$ cat src/rtl/long_integer_alu_32_unit_macros.svh
// ----------------------------------------------------------------------------
// long_integer_alu_32_unit macros
// assertion helpers for the alu top-level rtl
// ----------------------------------------------------------------------------
`ifndef LONG_INTEGER_ALU_32_UNIT_MACROS_SVH
`define LONG_INTEGER_ALU_32_UNIT_MACROS_SVH
`ifndef SYNTH
`define LIA_ASSERT_IMPL(lbl, clk, rst, ante, cons) \
  lbl: assert property (@(posedge clk) disable iff (rst) (ante) |-> (cons)) \
    else $error("assertion failed");
`define LIA_ASSERT_NEXT(lbl, clk, rst, ante, cons) \
  lbl: assert property (@(posedge clk) disable iff (rst) (ante) |=> (cons)) \
    else $error("assertion failed");
`else
`define LIA_ASSERT_IMPL(lbl, clk, rst, ante, cons)
`define LIA_ASSERT_NEXT(lbl, clk, rst, ante, cons)
`endif
`endif

$ cat src/rtl/lia32_pkg.sv
// ----------------------------------------------------------------------------
// lia32_pkg
// shared types and command codes for the 32-bit alu
// ----------------------------------------------------------------------------
package lia32_pkg;
  localparam int unsigned DataW  = 32;
  localparam int unsigned HalfW  = 16;
  // front stage, one divider step per quotient bit, sign fix, output
  localparam int unsigned StagesDefault = DataW + 3;

  typedef enum logic [4:0] {
    CMD_SET = 5'd0, CMD_ADD = 5'd1, CMD_SUB = 5'd2, CMD_MUL = 5'd3,
    CMD_DIV = 5'd4, CMD_AND = 5'd5, CMD_OR = 5'd6, CMD_XOR = 5'd7,
    CMD_EQ = 5'd8, CMD_LT = 5'd9, CMD_LE = 5'd10, CMD_GT = 5'd11,
    CMD_GE = 5'd12, CMD_NOT = 5'd13, CMD_BSET = 5'd14, CMD_BCLR = 5'd15,
    CMD_BTGL = 5'd16, CMD_BTST = 5'd17, CMD_SHL = 5'd18, CMD_SHR = 5'd19,
    CMD_SWAP = 5'd20, CMD_NEG = 5'd21, CMD_ABS = 5'd22
  } cmd_t;

  typedef enum logic [1:0] {
    ST_OK = 2'd0, ST_DIV0 = 2'd1, ST_BADCMD = 2'd2
  } status_t;

  // result of the front stage, carried beside the divider
  typedef struct packed {
    logic [DataW-1:0] cur;
    logic [DataW-1:0] res;
    logic             flag;
    logic [1:0]       status;
    logic             is_div;
    logic             neg_q;
  } front_t;
endpackage

$ cat src/rtl/lia32_div_stage.sv
// ----------------------------------------------------------------------------
// lia32_div_stage
// one restoring step of the unsigned divider, registered
// ----------------------------------------------------------------------------
module lia32_div_stage (
  input  logic                        clk,
  input  logic                        en,
  input  logic [lia32_pkg::DataW-1:0] rem_in,
  input  logic [lia32_pkg::DataW-1:0] quo_in,
  input  logic [lia32_pkg::DataW-1:0] dvs_in,
  output logic [lia32_pkg::DataW-1:0] rem_out,
  output logic [lia32_pkg::DataW-1:0] quo_out,
  output logic [lia32_pkg::DataW-1:0] dvs_out
);
  import lia32_pkg::*;

  logic [DataW:0] trial, diff;

  always_comb begin
    trial = {rem_in, quo_in[DataW-1]};
    diff  = trial - {1'b0, dvs_in};
  end

  always_ff @(posedge clk) begin
    if (en) begin
      rem_out <= diff[DataW] ? trial[DataW-1:0] : diff[DataW-1:0];
      quo_out <= {quo_in[DataW-2:0], ~diff[DataW]};
      dvs_out <= dvs_in;
    end
  end
endmodule
$ cat config.mk
export PLATFORM = sky130hd
export DESIGN_NAME = lia32_div_stage
export DESIGN_NICKNAME = d
export VERILOG_FILES = /design/src/rtl/long_integer_alu_32_unit_macros.svh /design/src/rtl/lia32_pkg.sv /design/src/rtl/lia32_div_stage.sv
export SDC_FILE = /design/constraint.sdc
export NUM_CORES = 1
export LEC_CHECK = 0
export BUFFER_PORTS_ARGS = -buffer_cell sky130_fd_sc_hd__buf_2
export CAP_MARGIN = 40
export CELL_PAD_IN_SITES_DETAIL_PLACEMENT = 1
export CELL_PAD_IN_SITES_GLOBAL_PLACEMENT = 1
export CORE_MARGIN = 8
export CORE_UTILIZATION = 38
export DETAILED_ROUTE_END_ITERATION = 8
export HOLD_SLACK_MARGIN = 0.03
export PLACE_DENSITY_LB_ADDON = 0.1
export SYNTH_ARGS = -nofsm -noshare
export SYNTH_HDL_FRONTEND = slang
export SYNTH_SLANG_ARGS = --single-unit
export TNS_END_PERCENT = 20
$ cat constraint.sdc
create_clock -name clk -period 3.2 [get_ports clk]
set_input_delay 0.48 -clock clk [delete_from_list [all_inputs] [get_ports clk]]
set_output_delay 0.48 -clock clk [all_outputs]
set_load 0.05 [all_outputs]
; ---- Word level (Yosys, flattened, before mapping)
; Index checks and enable logic that the tools add are counted.
[totals]
reg_bits = 96
inputBits = 98
out_inout_bits = 96
word_cells = 6
[classes]
n_addsub = 1
mux = 1
bitwise_logic = 1
[op_table]
columns = operator, count
row1 = $sub A33 B32 Y33, 1
row2 = $mux W32, 1
row3 = $not A1 Y1, 1

; ---- Longest topological paths before layout
[logic_depth]
ltp_word = 2
mapped_depth = 13
ltp_nobuf = 12

; ---- Worst setup path after synthesis
; No wires, ideal clock.
[synth_timing]
kind = input -> register
from = input dvs_in[16] in the netlist's numbering
to = register rem_out[10] in the netlist's numbering (data pin)
setup_time_ps = 260
arrival_ps = 2735
t_required_ps = 2940
slack_ps = 204
cell_stages = 12
path_buffers = 2
cell_sequence = inv_1 > ha_1 > buf_6 > a21oi_4 > o211ai_1 > a221o_1 > a211o_1 > o21a_1 > o211ai_4 > inv_2 > buf_6 > mux2_4
[synth_between]
elab_chain_cells = 2
[synth_rtl]
columns = element, line
row1 = "start, declared", lia32_div_stage.sv:10  ; input logic [lia32_pkg::DataW-1:0] dvs_in,
row2 = $sub A33 B32 Y33, lia32_div_stage.sv:21  ; diff = trial - {1'b0, dvs_in};
row3 = $mux W32, lia32_div_stage.sv:26  ; rem_out <= diff[DataW] ? trial[DataW-1:0] : diff[DataW-1:0];
row4 = "end signal, assigned", lia32_div_stage.sv:26
row5 = "end, declared", lia32_div_stage.sv:11  ; output logic [lia32_pkg::DataW-1:0] rem_out,
; No other way between the ends.
; A chain may end at the register's enable or synchronous reset.

; ---- Final worst setup path
[layout_timing]
from = input quo_in[31] in the netlist's numbering
to = register rem_out[16] in the netlist's numbering (data pin)
[layout_between]
elab_chain_cells = 2
[layout_rtl]
columns = element, line
row1 = "start, declared", lia32_div_stage.sv:9  ; input logic [lia32_pkg::DataW-1:0] quo_in,
row2 = $sub A33 B32 Y33, lia32_div_stage.sv:21
row3 = $mux W32, lia32_div_stage.sv:26
; No other way between the ends.

==> reports/metrics.cfg <==
[outcome]
status=completed

[worst_setup_path]
path_buf_inv=4
critPathMaxStageDelay_ps=390
crit_start=quo_in[31]
crit_chain=buf_2 -> inv_1 -> ha_1 -> fa_1 -> nand2b_1 -> a21oi_1 -> o211ai_1 -> a21oi_1 -> o21a_1 -> o211ai_4 -> inv_2 -> buf_12 -> mux2_4
crit_required_ps=3300
crit_top_cell=a21oi_1
critPathCaptureType=register
critPathTopFamily=compound AO/OA/AOI/OAI gates
cp.depth=13
cp_max_fo=15
cp.arrival_ps=3020
crit_path_end=rem_out[16]
worst_path_max_delay_cell=fa_1
path_class=primary input to register
worst_setup_path_start_kind=primary input

[layout]
final_cell_mix=buf_2 (192), edfxtp_1 (96), nand2_1 (44), inv_1 (41), a21oi_1 (34)
seqCellArea_um2=2880
nets=808
num-fill-cells=1553
multi_input_area_um2=2220
area_growth_pct=31.3
drive_gt1_share_pct=38.8
final_common_cell=buf_2
fin_area_um2=7010

[grt]
track_usage_pct=17.8
grt_pass1_wl_um=25300
grt_max_degree=50
gr-usage-met2_pct=30.1
overflow=0
grt_antenna_before_repair=1
busiest_layer=met2
grt_pass1_vias=4714
met3_usage_pct=6.32
grtUsageMet1_pct=21.3

[logic_synthesis]
yosys.area_share.simple_pct=9.71
synth_cell_types=49
ys_seq_area_share_pct=54.0
avgSynthCellArea_um2=11.7
synth_nets=587
syn_inst=456
synthArstFlopShare_pct=0
yosysTopAreaCellShare_pct=54.0
synth_seq_cells=96
ys_warn_count=0
yosys.area_share.xor_xnor_pct=3.94
synth-edff-count=96
yosys.area_share.adder_pct=7.88
synth_top_family_by_area=compound AO/OA/AOI/OAI gates
netlist_top_cells_area=edfxtp_1 (54%), ha_1 (7.5%), mux2_4 (5.1%), a21oi_1 (3.2%), nand2_1 (3.1%)
synth_compound_area_share_pct=14.9
netlist_area_um2=5340
synth_top_flop_cell=edfxtp_1
synth_top_area_cell=edfxtp_1
muxShareOfSynthArea_pct=5.06

[detailed_routing]
wirelength_um=16300
viasPerCell=5.08
drtIter0Drc=130
vias=4382
dr.pass1.iters=4
avgRoutedWirePerCell_um=18.9
drcViolationCount=0
ant_nets=0

[place]
numPortBuffers=193
post-place-ws_ps=-332
place_hpwl_um=13400
dpl-instance-area_um2=6730
globalplace.congestion=0.804

[floorplanning]
initial_core_util_pct=38.6
fp.dieW_um=135
die-area_um2=18100
rows=43
io_pins=194
die_y_um=135
fp.coreArea_um2=13800

[cts]
cts_max_level=3
cts_setup_buffers=0
cts_max_path_buffers=2
clk_pin_slew_worst_paths_ps=70
hold_buffers=0
cts_buffers=9
cts_sinks=96
cts_tree=yes
postCtsResizedCells=0
root_buffer=clkbuf_16

[power]
ir_drop_mv=0.260
power_density_nw_per_um2=563
pwr-share-clk_pct=25.5
total_power_w=0.00395
p_comb_share_pct=34.4
swShare_pct=36.3
switchingPower_w=0.00143
power.internal_w=0.00252
p_seq_share_pct=40.1
cellLeakagePower_nw=3.24

[sta]
period_minus_slack_ps=2930
hold_viol=0
drv_slew=0
max_slew.worst_pin.slew_ps=698
fmax_mhz=342
hold_ws_ps=309
slew-limit-headroom_pct=53.5
tns_ps=0
period_share_pct=91.5
setup_violations=0
fin_ws_ps=273
grt_setup_unrepaired=false

[run]
maxCapViolCount=0

[hold_path]
hold_path.class=primary input to register

layer usage:
layer,wire length [µm],vias to the layer above,share of wire [%]
li1,-,2129,-
met1,6910,2093,42
met2,7910,150,49
met3,1360,8,8.3
met4,114,2,0.70
met5,16,-,0.098
synthesized netlist by cell type (2+ instances only):
library cell / number
o21ai_0: 24
clkbuf_1: 11
a211oi_1: 4
nor3_1: 4
o21bai_1: 5
o41ai_1: 2
nand4_1: 7
nand2b_1: 5
inv_1: 41
and3_1: 6
a21oi_1: 34
and4_1: 2
a21o_1: 15
xor2_1: 10
ha_1: 32
and2_1: 3
o31ai_1: 5
nor2b_1: 5
mux2_4: 18
buf_6: 3
o21a_1: 6
xnor2_1: 14
o211ai_1: 8
o2111ai_1: 2
a31oi_1: 2
a21boi_0: 2
nand2_1: 44
edfxtp_1: 96
nor2_1: 16
nand3_1: 11
final cells by class:
class,instances,area share (%)
Multi-Input combinational cell,303,31.7
Tap cell,180,3.21
Sequential cell,96,41.2
Antenna cell,1,0.0357
Timing Repair Buffer,225,17.8
Clock buffer,9,3.21
Clock inverter,6,0.607
Inverter,42,2.25
registers in the layout (all words and copies together), names as in the netlist:
register	cells
dvs_out	32
rem_out	32
quo_out	32
stage by stage:
stage	std cells	util, %
finish	862	50.7
global route	861	50.6
CTS	861	50.6
detailed placement	846	48.7
global placement	846	48.7
floorplan	456	-
cell families after synthesis:
family	Yosys count
AOI/OAI and AO/OA	120
DFF	96
adders and majority gates	33
buffers and inverters	57
and+or+nand+nor	108
muxes	18
xor gates and xnor gates	24
worst min-delay path by stage:
stage	start	end	slack, ps	depth (start not counted)
after floorplan	dvs_in[0]	dvs_out[0]	580	0
after global placement	quo_in[15]	quo_out[16]	660	1
after detailed placement	quo_in[12]	quo_out[13]	660	1
after CTS	quo_in[17]	quo_out[18]	290	1
after global routing	quo_in[17]	quo_out[18]	290	1
final	quo_in[15]	quo_out[16]	310	1
power groups by stage:
| stage | Combinational (W) | Clock (W) | Sequential, W |
|---|---|---|---|
| floorplan | 0.000473 | 0 | 0.00209 |
| global placement | 0.00135 | 0 | 0.00161 |
| detailed placement | 0.00137 | 0 | 0.00161 |
| CTS | 0.00137 | 0.00103 | 0.00159 |
| global route | 0.00145 | 0.00108 | 0.00160 |
| finish | 0.00136 | 0.00101 | 0.00158 |
(Power assumes the default switching activity.)
